File: src/rtl/core/ttst_pkg.sv
// package: command and status codes, sequencer states
package ttst_pkg;
    typedef enum logic [1:0] {
        CMD_TICK = 2'd0,
        CMD_ADD  = 2'd1,
        CMD_REM  = 2'd2,
        CMD_RUN  = 2'd3
    } t_cmd;

    typedef enum logic [2:0] {
        ST_OK       = 3'd0,
        ST_DUP      = 3'd1,
        ST_FULL     = 3'd2,
        ST_NOFUNC   = 3'd3,
        ST_NOTFOUND = 3'd4,
        ST_NOREADY  = 3'd5
    } t_status;

    typedef enum logic [2:0] {
        S_IDLE,
        S_SCAN,
        S_SHIFT,
        S_DONE
    } t_state;
endpackage

File: src/rtl/core/tick_task_scheduler_table.sv
// top level: cooperative tick task scheduler table with a walking sequencer
// walk: the sequencer steps through the listed positions in order, then an end state; a drop
//   stops the walk and closes the gap, and a run also stops at its first ready entry
// throughput: one command at a time; ready stays low until the result beat is taken
// the walk is set by a single shared slot port (one table entry read or written per cycle)
// reset clears the used bits and the list length; table payload is not reset
module tick_task_scheduler_table
    import ttst_pkg::*;
#(
    parameter int SLOTS     = 16,
    parameter int TIME_BITS = 16
) (
    input  logic        i_clk,
    input  logic        i_rst_n,
    input  logic        i_valid,
    output logic        o_ready,
    input  logic [1:0]  i_command,
    input  logic [7:0]  i_task_id,
    input  logic        i_function_present,
    input  logic [15:0] i_initial_delay,
    input  logic [15:0] i_period,
    output logic        o_valid,
    input  logic        i_ready,
    output logic [2:0]  o_status,
    output logic        o_dispatched_valid,
    output logic [7:0]  o_dispatched_task_id,
    output logic        o_dispatched_one_shot
);
    localparam int SW = (SLOTS > 1) ? $clog2(SLOTS) : 1;
    localparam int LW = $clog2(SLOTS + 1);

    // per-slot storage; the order list holds slot numbers
    logic [SLOTS-1:0]   r_used;
    logic [7:0]         r_task   [SLOTS];
    logic [TIME_BITS-1:0] r_rem  [SLOTS];
    logic [TIME_BITS-1:0] r_rel  [SLOTS];
    logic [SLOTS-1:0]   r_rdy;
    logic [SW-1:0]      r_order  [SLOTS];
    logic [LW-1:0]      r_len;

    // latched command beat
    t_cmd               r_cmd;
    logic [7:0]         r_id;
    logic               r_fn;
    logic [TIME_BITS-1:0] r_delay;
    logic [TIME_BITS-1:0] r_per;

    t_state             r_state, n_state;
    logic [LW-1:0]      r_pos;      // walk position in the order
    logic [SW-1:0]      r_free;     // lowest unused slot
    logic               r_free_ok;
    logic               r_removed;  // a remove found its entry

    // result beat register
    logic               r_ovalid;
    t_status            r_status;
    logic               r_dv;
    logic [7:0]         r_did;
    logic               r_dos;

    // current slot under the walker
    logic [SW-1:0]      w_slot;
    logic               w_in_list;
    logic [TIME_BITS-1:0] w_dec;
    logic               w_free_ok;
    logic [SW-1:0]      w_free;
    logic               w_drop;     // entry under the walker leaves the list

    assign w_in_list = (r_pos < r_len);
    assign w_slot    = r_order[r_pos[SW-1:0]];
    assign w_dec     = (r_rem[w_slot] != '0) ? r_rem[w_slot] - 1'b1 : r_rem[w_slot];
    assign w_drop    = (r_cmd == CMD_REM && r_task[w_slot] == r_id) ||
                       (r_cmd == CMD_RUN && r_rdy[w_slot] && r_rel[w_slot] == '0);

    // priority pick of a free slot, only used on add
    always_comb begin
        w_free_ok = 1'b0;
        w_free    = '0;
        for (int i = SLOTS - 1; i >= 0; i--) begin
            if (!r_used[i]) begin
                w_free_ok = 1'b1;
                w_free    = SW'(i);
            end
        end
    end

    assign o_ready = (r_state == S_IDLE) && !r_ovalid;

    always_ff @(posedge i_clk) begin
        if (!i_rst_n) r_state <= S_IDLE;
        else          r_state <= n_state;
    end

    always_comb begin
        n_state = r_state;
        unique case (r_state)
            S_IDLE:  if (i_valid && o_ready) n_state = S_SCAN;
            S_SCAN: begin
                if (!w_in_list) n_state = S_DONE;
                else if (w_drop) n_state = S_SHIFT;
                else if (r_cmd == CMD_RUN && r_rdy[w_slot]) n_state = S_DONE;
            end
            S_SHIFT: if ({1'b0, r_pos} + 1'b1 >= {1'b0, r_len}) n_state = S_DONE;
            S_DONE:  n_state = S_IDLE;
            default: n_state = S_IDLE;
        endcase
    end

    always_ff @(posedge i_clk) begin
        if (!i_rst_n) begin
            r_used   <= '0;
            r_len    <= '0;
            r_ovalid <= 1'b0;
        end else begin
            if (r_ovalid && i_ready) r_ovalid <= 1'b0;
            unique case (r_state)
                S_IDLE: if (i_valid && o_ready) begin
                    r_cmd     <= t_cmd'(i_command);
                    r_id      <= i_task_id;
                    r_fn      <= i_function_present;
                    r_delay   <= TIME_BITS'(i_initial_delay);
                    r_per     <= TIME_BITS'(i_period);
                    r_pos     <= '0;
                    r_free    <= w_free;
                    r_free_ok <= w_free_ok;
                    r_status  <= ST_OK;
                    r_dv      <= 1'b0;
                    r_did     <= '0;
                    r_dos     <= 1'b0;
                end
                S_SCAN: if (w_in_list) begin
                    // a drop holds the position for the gap closing pass
                    if (!w_drop) r_pos <= r_pos + 1'b1;
                    case (r_cmd)
                        CMD_TICK: begin
                            if (w_dec == '0) begin
                                r_rdy[w_slot] <= 1'b1;
                                r_rem[w_slot] <= r_rel[w_slot];
                            end else begin
                                r_rem[w_slot] <= w_dec;
                            end
                        end
                        CMD_ADD: if (r_task[w_slot] == r_id) r_status <= ST_DUP;
                        CMD_REM: if (r_task[w_slot] == r_id) begin
                            r_used[w_slot] <= 1'b0;
                            r_len <= r_len - 1'b1;
                        end
                        CMD_RUN: if (r_rdy[w_slot]) begin
                            r_rdy[w_slot] <= 1'b0;
                            r_dv  <= 1'b1;
                            r_did <= r_task[w_slot];
                            if (r_rel[w_slot] == '0) begin
                                r_dos <= 1'b1;
                                r_used[w_slot] <= 1'b0;
                                r_len <= r_len - 1'b1;
                            end
                        end
                        default: ;
                    endcase
                end
                S_SHIFT: begin
                    // r_len already reduced: move one order entry down
                    if (r_pos < r_len)
                        r_order[r_pos[SW-1:0]] <= r_order[SW'(r_pos + 1'b1)];
                    r_pos <= r_pos + 1'b1;
                end
                S_DONE: begin
                    r_ovalid <= 1'b1;
                    if (r_cmd == CMD_ADD) begin
                        if (!r_fn) r_status <= ST_NOFUNC;
                        else if (r_status == ST_DUP) r_status <= ST_DUP;
                        else if (r_len >= LW'(SLOTS) || !r_free_ok) r_status <= ST_FULL;
                        else begin
                            r_used[r_free]  <= 1'b1;
                            r_task[r_free]  <= r_id;
                            r_rem[r_free]   <= r_delay;
                            r_rel[r_free]   <= r_per;
                            r_rdy[r_free]   <= (r_delay == '0);
                            r_order[r_len[SW-1:0]] <= r_free;
                            r_len <= r_len + 1'b1;
                        end
                    end else if (r_cmd == CMD_REM) begin
                        if (!r_removed) r_status <= ST_NOTFOUND;
                    end else if (r_cmd == CMD_RUN && !r_dv) begin
                        r_status <= ST_NOREADY;
                    end
                end
                default: ;
            endcase
        end
    end

    // remember that a remove found its entry
    always_ff @(posedge i_clk) begin
        if (!i_rst_n) r_removed <= 1'b0;
        else if (r_state == S_IDLE) r_removed <= 1'b0;
        else if (r_state == S_SCAN && w_in_list && r_cmd == CMD_REM && r_task[w_slot] == r_id)
            r_removed <= 1'b1;
    end

    assign o_valid               = r_ovalid;
    assign o_status              = r_status;
    assign o_dispatched_valid    = r_dv;
    assign o_dispatched_task_id  = r_did;
    assign o_dispatched_one_shot = r_dos;

    a_len_bound: assert property (@(posedge i_clk) disable iff (!i_rst_n)
        r_len <= LW'(SLOTS)) else $error("list length over capacity");
    a_busy_not_ready: assert property (@(posedge i_clk) disable iff (!i_rst_n)
        (r_state != S_IDLE) |-> !o_ready) else $error("ready while walking");
    a_oneshot_dispatch: assert property (@(posedge i_clk) disable iff (!i_rst_n)
        (o_valid && o_dispatched_one_shot) |-> o_dispatched_valid)
        else $error("one-shot without dispatch");
endmodule
File: config.mk
export PLATFORM = sky130hd
export DESIGN_NAME = tick_task_scheduler_table
export DESIGN_NICKNAME = d
export VERILOG_FILES = /design/src/rtl/core/ttst_pkg.sv /design/src/rtl/core/tick_task_scheduler_table.sv
export SDC_FILE = /design/constraint.sdc
export NUM_CORES = 1
export LEC_CHECK = 0
export ABC_AREA = 1
export ABC_CLOCK_PERIOD_IN_PS = 4500
export BUFFER_PORTS_ARGS = -buffer_cell sky130_fd_sc_hd__buf_4
export CAP_MARGIN = 30
export CORE_UTILIZATION = 35
export DETAILED_ROUTE_END_ITERATION = 8
export PLACE_DENSITY = 0.49
export SYNTH_ARGS = -nofsm -noshare
export SYNTH_HDL_FRONTEND = slang
export SYNTH_SLANG_ARGS = --single-unit
File: constraint.sdc
create_clock -name i_clk -period 4.5 [get_ports i_clk]
set_input_delay 0.45 -clock i_clk [delete_from_list [all_inputs] [get_ports i_clk]]
set_output_delay 0.45 -clock i_clk [all_outputs]
set_load 0.05 [all_outputs]
### After elaboration in Yosys (flattened, before gate mapping)

Memory sizes are Yosys's and may differ from the RTL's. A register that Yosys moved wholly into a read port is not among the register bits.
Index checks and enable logic that the tools add are counted.

* $lt $le $gt $ge: 7
* bitwise gates (word level): 7
* shifts and indexed selects: 0
* multiply operators: 0
* div/mod/pow operators: 0
* reduce and logical (&&, ||, !) cells: 43
* add/subtract/negate cells: 5
* mux-type cells: 123
* equal/unequal tests: 31

Operators by type and width (number)
* 2-to-1 mux 16 bit: 18
* case mux 16 bit (2 select lines): 4
* 2-to-1 mux 3 bit: 20
* 2-to-1 mux 5 bit: 11
* logical NOT 16 bit: 3
* 2-to-1 mux 4 bit: 12
* 2-to-1 mux 1 bit: 40
* AND 16 bit: 2
* 2-to-1 mux 8 bit: 4
* bitwise OR 16 bit: 2
* != test 2 bit (second input constant): 13
* case mux 5 bit (2 select lines): 2
* AND reduction 10 bit: 2
* case mux 3 bit (3 select lines): 2
* bitwise mux 16 bit: 1
* inverter 16 bit: 1
* case mux 8 bit (2 select lines): 1
* nonzero test 16 bit: 1
* OR reduction 16 bit: 1
* subtractor 16 x 1 -> 16 bit (second input constant): 1
* != test 3 bit (second input constant): 5
* case mux 5 bit (3 select lines): 1
* AND reduction 15 bit: 1
* logical AND 1 bit: 12
* other kinds (38): 56

* logic and storage cells: 241
* memories: 4
* bits in registers: 108
* bits in writable memories: 704
* latch bits: 0
* memory bits (read-only): 0

Memories
* r_rel: depth 16, width 16, rd ports 1, clocked after Yosys merged registers in 0, wr ports 1, line tick_task_scheduler_table.sv:36 `logic [TIME_BITS-1:0] r_rel [SLOTS];`
* r_rem: depth 16, width 16, rd ports 1, clocked after Yosys merged registers in 0, wr ports 1, line tick_task_scheduler_table.sv:35 `logic [TIME_BITS-1:0] r_rem [SLOTS];`
* r_task: depth 16, width 8, rd ports 1, clocked after Yosys merged registers in 0, wr ports 1, line tick_task_scheduler_table.sv:34 `logic [7:0] r_task [SLOTS];`
* r_order: depth 16, width 4, rd ports 2, clocked after Yosys merged registers in 1, wr ports 1, line tick_task_scheduler_table.sv:38 `logic [SW-1:0] r_order [SLOTS];`

### Depth between registers and ports, before layout

Gate-level depths: netlist of the first run.

* depth after elaboration: 15
* mapped depth: 33
* depth with buffers taken out: 29

### Worst setup path after synthesis of the first run

OpenSTA, ideal clock, no wires.

* path kind: flip-flop to flip-flop
* start: register r_state[0]
* end: register r_did[0], in the netlist o_dispatched_task_id[0] (enable)
* arrival: 4.865 ns
* cell stages (with the launch flop): 9
* library setup time: 0.387 ns
* path buffers: 0
* period minus slack after synthesis: 5.252 ns
* data required time: 4.113 ns
* setup slack: -0.752 ns
* cell sequence: dfxtp_1 > inv_1 > ha_1 > inv_1 > nor2_1 > nand2_1 > nor2_1 > o22ai_1 > nor3_1

* word-level cells in the longest chain between the ends: 5
* elaborated cells between the ends (all ways): 10
* classes of those cells: eq/ne: 5; reduce/logical: 5

Ends and longest elaborated chain
* start, declared: line tick_task_scheduler_table.sv:48 `t_state r_state, n_state;`
* start signal, assigned: line tick_task_scheduler_table.sv:91 `else r_state <= n_state;`
* logical NOT 3 bit: line tick_task_scheduler_table.sv:87 `assign o_ready = (r_state == S_IDLE) && !r_ovalid;`
* logical AND 1 bit: line tick_task_scheduler_table.sv:87
* via o_ready: line tick_task_scheduler_table.sv:16 `output logic o_ready,`
* logical AND 1 bit: line tick_task_scheduler_table.sv:117 `S_IDLE: if (i_valid && o_ready) begin`
* != test 2 bit (no line)
* AND reduction 6 bit (no line)
* end signal, assigned: line tick_task_scheduler_table.sv:151 `r_did <= r_task[w_slot];`
* end, declared: line tick_task_scheduler_table.sv:58 `logic [7:0] r_did;`

The timed path passes the listed nets, and every way through them passes these cells.
A chain may end at the register's enable or synchronous reset.

==> results of run 1 <==
==> synthesized netlist by cell type, types with 11 or more instances <==
library cell,n,area (um2)
nand3_1,243,1220
ha_1,24,300
buf_6,31,349
buf_4,12,90.1
or2_2,35,219
nor2_4,20,225
o21ai_0,92,460
inv_1,143,537
nand2_1,843,3160
edfxtp_1,786,23600
nand4_1,12,75.1
a22oi_1,200,1500
o21ai_1,11,55.1
or2_1,12,75.1
dfxtp_1,29,581
o211ai_1,15,113
nand3_2,11,110
a21oi_1,164,821
nor2_1,202,758
clkbuf_1,59,221
buf_2,53,265
nor2_2,19,119
o31ai_1,22,165
nand2_2,12,75.1
==> kinds of logic (layout without fill, tap and decap cells) <==
group           count (synthesis)  count (layout)  share of synthesized area
compound gates                525             525                     0.0918
fa+ha+maj                      25              25                    0.00898
xor+xnor                       11              11                    0.00270
flops                         815             815                      0.678
simple gates                 1434            1435                      0.175
buf+inv                       320             608                     0.0435
==> worst max path at each step <==
stage | slack, ns | to | depth (start not counted)
after floorplan | 0.14 | o_dispatched_task_id[0]$_SDFFCE_PN0P_ | 8
after global placement | 0.008 | r_rem[8][10]$_DFFE_PP_ | 26
after detailed placement | -0.02 | r_rem[5][0]$_DFFE_PP_ | 26
after CTS | 0.03 | r_rem[14][10]$_DFFE_PP_ | 28
after global routing | -0.003 | flip-flop | 30
final | 0.25 | flip-flop | 28
==> what timing repair did <==
action | CTS | global route
hold buffers | 41 | 0
cloned | 0 | 9
endpoints found under the hold margin | 41 | 0
setup buffers | 0 | 20
resized for setup | 1 | 64
pin swaps | 0 | 15
endpoints found under the setup margin | 83 | 308
==> stage by stage <==
stage / cell area [um2] / TNS (ns) / utilization / cells
after CTS: 42200 / 0 / 0.419 / 4747
after floorplan: 35700 / 0 / - / 3130
after detailed placement: 38800 / -0.384 / 0.385 / 4536
after global placement: 38700 / 0 / 0.385 / 4535
after global routing: 42800 / -0.00349 / 0.425 / 4776
final: 42800 / 0 / 0.425 / 4776
==> metal layers <==
layer  vias to the layer above  share of wire
met2                       837           0.49
met5                         -              0
met1                     12321           0.43
met4                         0          0.023
li1                      11565              -
met3                       168          0.052
==> layout make-up <==
cell class                      count  area, um2
Fill cell                        9339      57800
Sequential cell                   815      24200
Multi-Input combinational cell   1996      10300
Timing Repair Buffer              279       2930
Clock buffer                      113       2450
Tap cell                         1357       1700
Inverter                          158        617
Clock inverter                     57        536
Timing Repair inverter              1       7.51
==> sequential cells by signal, indices dropped and copies added, names as in the netlist, 2 cells and up, named ones only <==
register              cells
r_rel                   256
r_rem                   256
r_task                  128
r_order                  64
r_delay                  16
r_per                    16
r_used                   16
o_dispatched_task_id      8
r_id                      8
r_len                     5
r_pos                     5
r_free                    4
o_status                  3
r_cmd                     2
r_state                   2
==> impl_metrics.yaml, run 1 <==
min_path:
  min_path_type: "input pin to flip-flop"
  hold_depth: 1
  hold_path_startpoint: "i_initial_delay[3]"
  min_to: "r_delay[3]$_DFFE_PP_"
synth:
  synth-edff-count: 786
  synth_flop_cell: "edfxtp_1"
  syn-instance-count: 3130
  ys_types: 52
  synth.avg_cell_area_um2: 11.4
  async_flop_share: 0
  syn_nets: 3202
  ys_ff_latch: 815
  ys_seq_area_frac: 0.678
  synthesis.area_mm2: 0.0357
  yosysWarningCount: 0
sta:
  setup_violations: 0
  slew_violations: 0
  relSlewSlack: 0.513
  hold_ws_ns: 0.0471
  fmax_ghz: 0.235
  setup_ws_ns: 0.249
  fin_crit_sh: 0.945
  hold_violations: 0
  tightest_slew_ns: 0.729
  period_needed_ns: 4.25
  fin_skew_ns: 0.0206
placed_design:
  pre_cts_slack_ns: -0.0157
  routabilityCongestion: 0.875
  portBuffers: 61
  dp_hpwl_mm: 63.6
layout:
  layout_commonest_cell: "nand2_1"
  drive_gt1_frac: 0.162
  mostFrequentLayoutCells: "nand2_1, edfxtp_1, nand3_1, a22oi_1, buf_4"
  synthToLayoutAreaGrowth_pct: 19.9
  antenna_cells: 0
  layout.nets: 3416
setup_path:
  crit_path_start_kind: "flip-flop"
  cp_common_cell: "nand2_1"
  critical_path.top_delay_family: "simple AND/OR/NAND/NOR gates"
  slowest_stage: "dfxtp_4"
  path_class: "flip-flop to flip-flop"
  critPathMaxStageDelay_ns: 0.36
  worst_ep_arrival_time_ns: 4.62
  r2r_slack_ns: 0.25
  cp_max_fo: 32
  crit_path_end_kind: "flip-flop"
  crit_required_ns: 4.87
  reg2reg_depth: 28
  cp_num_buf_inv: 6
route:
  drt_iter0_drc: 2285
  via_count: 24891
  ant_nets: 0
  first_pass_iters: 6
  vias_per_cell: 5.21
  wl_per_cell_um: 22.6
  drc: 0
  finalWirelength_mm: 108
die:
  core-area_mm2: 0.101
  initial_core_util: 0.355
  dieWidth_um: 321
  rows: 116
  die_h_um: 321
  io_pins: 62
  dieArea_mm2: 0.103
global_routing:
  antenna_found_initial: 3
  globalRouteMet3Util: 0.0269
  grtUsageTotal: 0.204
  grt_pass1_vias: 24204
  grt_max_degree: 89
  met1_usage: 0.272
  grt-ovfl-total: 0
  grt.busiest_layer: "met2"
  grt_pass1_wl_mm: 157
  grtUsageMet2: 0.349
clocking:
  cts-htree-levels: 3
  numCtsBuffers: 93
  cts_tree: "yes"
  cts.clk_slew.worst_paths_ns: 0.06
  cts_max_path_buffers: 3
  insertion_delay_ns: 0.66
  cts_root_buf: "clkbuf_16"
  clkSinkCount: 815
outcome:
  status: "finished, final reports clean"
flow_run:
  drv_cap: 0
Power of run 1 is not shown: default switching activity piles up to over one toggle a cycle in this logic, so the estimate is an artifact.
==> inputs of run 2 (changes only) <==
--- a/config.mk
+++ b/config.mk
@@ -9,9 +9,11 @@
 export ABC_CLOCK_PERIOD_IN_PS = 4500
 export BUFFER_PORTS_ARGS = -buffer_cell sky130_fd_sc_hd__buf_4
 export CAP_MARGIN = 30
+export CELL_PAD_IN_SITES_DETAIL_PLACEMENT = 1
+export CELL_PAD_IN_SITES_GLOBAL_PLACEMENT = 2
 export CORE_UTILIZATION = 35
 export DETAILED_ROUTE_END_ITERATION = 8
-export PLACE_DENSITY = 0.49
+export PLACE_DENSITY = 0.67
 export SYNTH_ARGS = -nofsm -noshare
 export SYNTH_HDL_FRONTEND = slang
 export SYNTH_SLANG_ARGS = --single-unit
==> run 2 against run 1 <==
  * Register-to-register slack lost 0.06 ns
  * Critical path depth up 1
  * Maximum frequency down 1.5%
==> impl_metrics.yaml, run 2 (same netlist as run 1, synthesis figures left out) <==
clocking:
  numCtsBuffers: 91
  cts.clk_slew.worst_paths_ns: 0.07
  cts-htree-levels: 3
  insertion_delay_ns: 0.67
  cts_tree: "yes"
  cts_max_path_buffers: 3
  clkSinkCount: 815
  cts_root_buf: "clkbuf_16"
layout:
  antenna_cells: 0
  synthToLayoutAreaGrowth_pct: 21.1
  nFillCells: 10662
  drive_gt1_frac: 0.171
  layout.nets: 3460
  mostFrequentLayoutCells: "nand2_1, edfxtp_1, nand3_1, buf_4, a22oi_1"
  reg.largest.list: "r_rel x256, r_rem x256, r_task x128"
  post-route-util: 0.429
  layout_commonest_cell: "nand2_1"
die:
  initial_core_util: 0.355
  dieArea_mm2: 0.103
  dieWidth_um: 321
  die_h_um: 321
  rows: 116
  io_pins: 62
  core-area_mm2: 0.101
sta:
  relSlewSlack: 0.403
  setup_violations: 0
  tightest_slew_ns: 0.896
  fin_crit_sh: 0.959
  fin_skew_ns: 0.0282
  period_needed_ns: 4.31
  rsz0062_at_grt: "true"
  hold_violations: 0
  fmax_ghz: 0.232
  hold_ws_ns: 0.157
  slew_violations: 0
setup_path:
  slowest_stage: "dfxtp_4"
  path_class: "flip-flop to flip-flop"
  worst_ep_arrival_time_ns: 4.72
  cp_num_buf_inv: 6
  crit_required_ns: 4.91
  crit_path_end_kind: "flip-flop"
  critical_path.top_delay_family: "simple AND/OR/NAND/NOR gates"
  cp_max_fo: 22
  critPathMaxStageDelay_ns: 0.38
  cp_common_cell: "nand2_1"
  crit_path_start_kind: "flip-flop"
  r2r_slack_ns: 0.19
outcome:
  status: "finished, final reports clean"
global_routing:
  grt_pass1_vias: 26215
  grtUsageTotal: 0.223
  grt_pass1_wl_mm: 172
  grt_max_degree: 89
  antenna_found_initial: 1
  grt-ovfl-total: 0
route:
  wl_per_cell_um: 24.3
  via_count: 25353
  vias_per_cell: 5.26
  ant_nets: 0
  drt_iter0_drc: 1845
  drc: 0
  first_pass_iters: 5
  finalWirelength_mm: 117
placed_design:
  portBuffers: 61
  dp_hpwl_mm: 73.4
  routabilityCongestion: 0.847
min_path:
  min_path_type: "input pin to flip-flop"
flow_run:
  drv_cap: 0
==> run 2: cell types whose count changed in the layout (fill, tap and decap cells not counted), moves of 6 or more <==
cell       before  now
nand2_1       839  830
nand2_4         2   10
bufinv_16       7   13
buf_4         178  224
nor2_1        152  158
clkinv_2       23   12
nor2_2         39   32
==> run 2: worst register-to-register path, delay by kind of cell, from the launching register on <==
family          cells  cell delay (ns)
flops               1             0.38
buf+inv             6             1.01
compound gates      1             0.07
simple gates       22             2.58
==> run 2: layout make-up <==
cell class / instances / area (um2) / share of cell area
Clock buffer: 111 / 2350 / 0.0545
Timing Repair inverter: 1 / 7.51 / 0.000174
Tap cell: 1357 / 1700 / 0.0393
Timing Repair Buffer: 325 / 3290 / 0.0762
Inverter: 158 / 614 / 0.0142
Multi-Input combinational cell: 1996 / 10300 / 0.240
Sequential cell: 815 / 24200 / 0.560
Clock inverter: 55 / 684 / 0.0159
==> run 2: final timing paths <==
kind / start / to / depth (start not counted)
worst min register to register: r_removed$_SDFFE_PP0P_ / r_removed$_SDFFE_PP0P_ / 1
worst max register to register: flip-flop / r_rem[5][14]$_DFFE_PP_ / 29
worst max-delay path: flip-flop / r_rem[5][14]$_DFFE_PP_ / 29
worst min-delay path: i_rst_n / r_used[0]$_SDFFE_PN0P_ / 3
==> run 2: per-stage QoR <==
step,instances,TNS [ns],area (um2),worst slack [ns]
after floorplan,3130,0,35700,0.139
after global routing,4818,-3.23,43200,-0.0452
after global placement,4582,-0.360,39100,-0.0231
final,4818,0,43200,0.186
after detailed placement,4584,-8.29,39100,-0.191
after CTS,4794,0,42600,0.00540
==> run 2: repair_timing <==
| action | in CTS | in global routing |
|---|---|---|
| gates cloned | 0 | 9 |
| pin swaps | 0 | 13 |
| hold endpoints to repair | 44 | 0 |
| setup endpoints to repair | 184 | 303 |
| hold buffers | 44 | 0 |
| gates resized for setup | 4 | 60 |
| setup buffers | 0 | 15 |
==> run 2: per-layer routing <==
layer | global-route usage | vias to the layer above | routed length, um
met4 | 0.0551 | 0 | 2290
met1 | 0.296 | 13010 | 51100
met3 | 0.0281 | 137 | 5100
met2 | 0.387 | 561 | 58700
li1 | - | 11645 | -
met5 | 0 | - | 0
Power of run 2 is left out for the same reason.
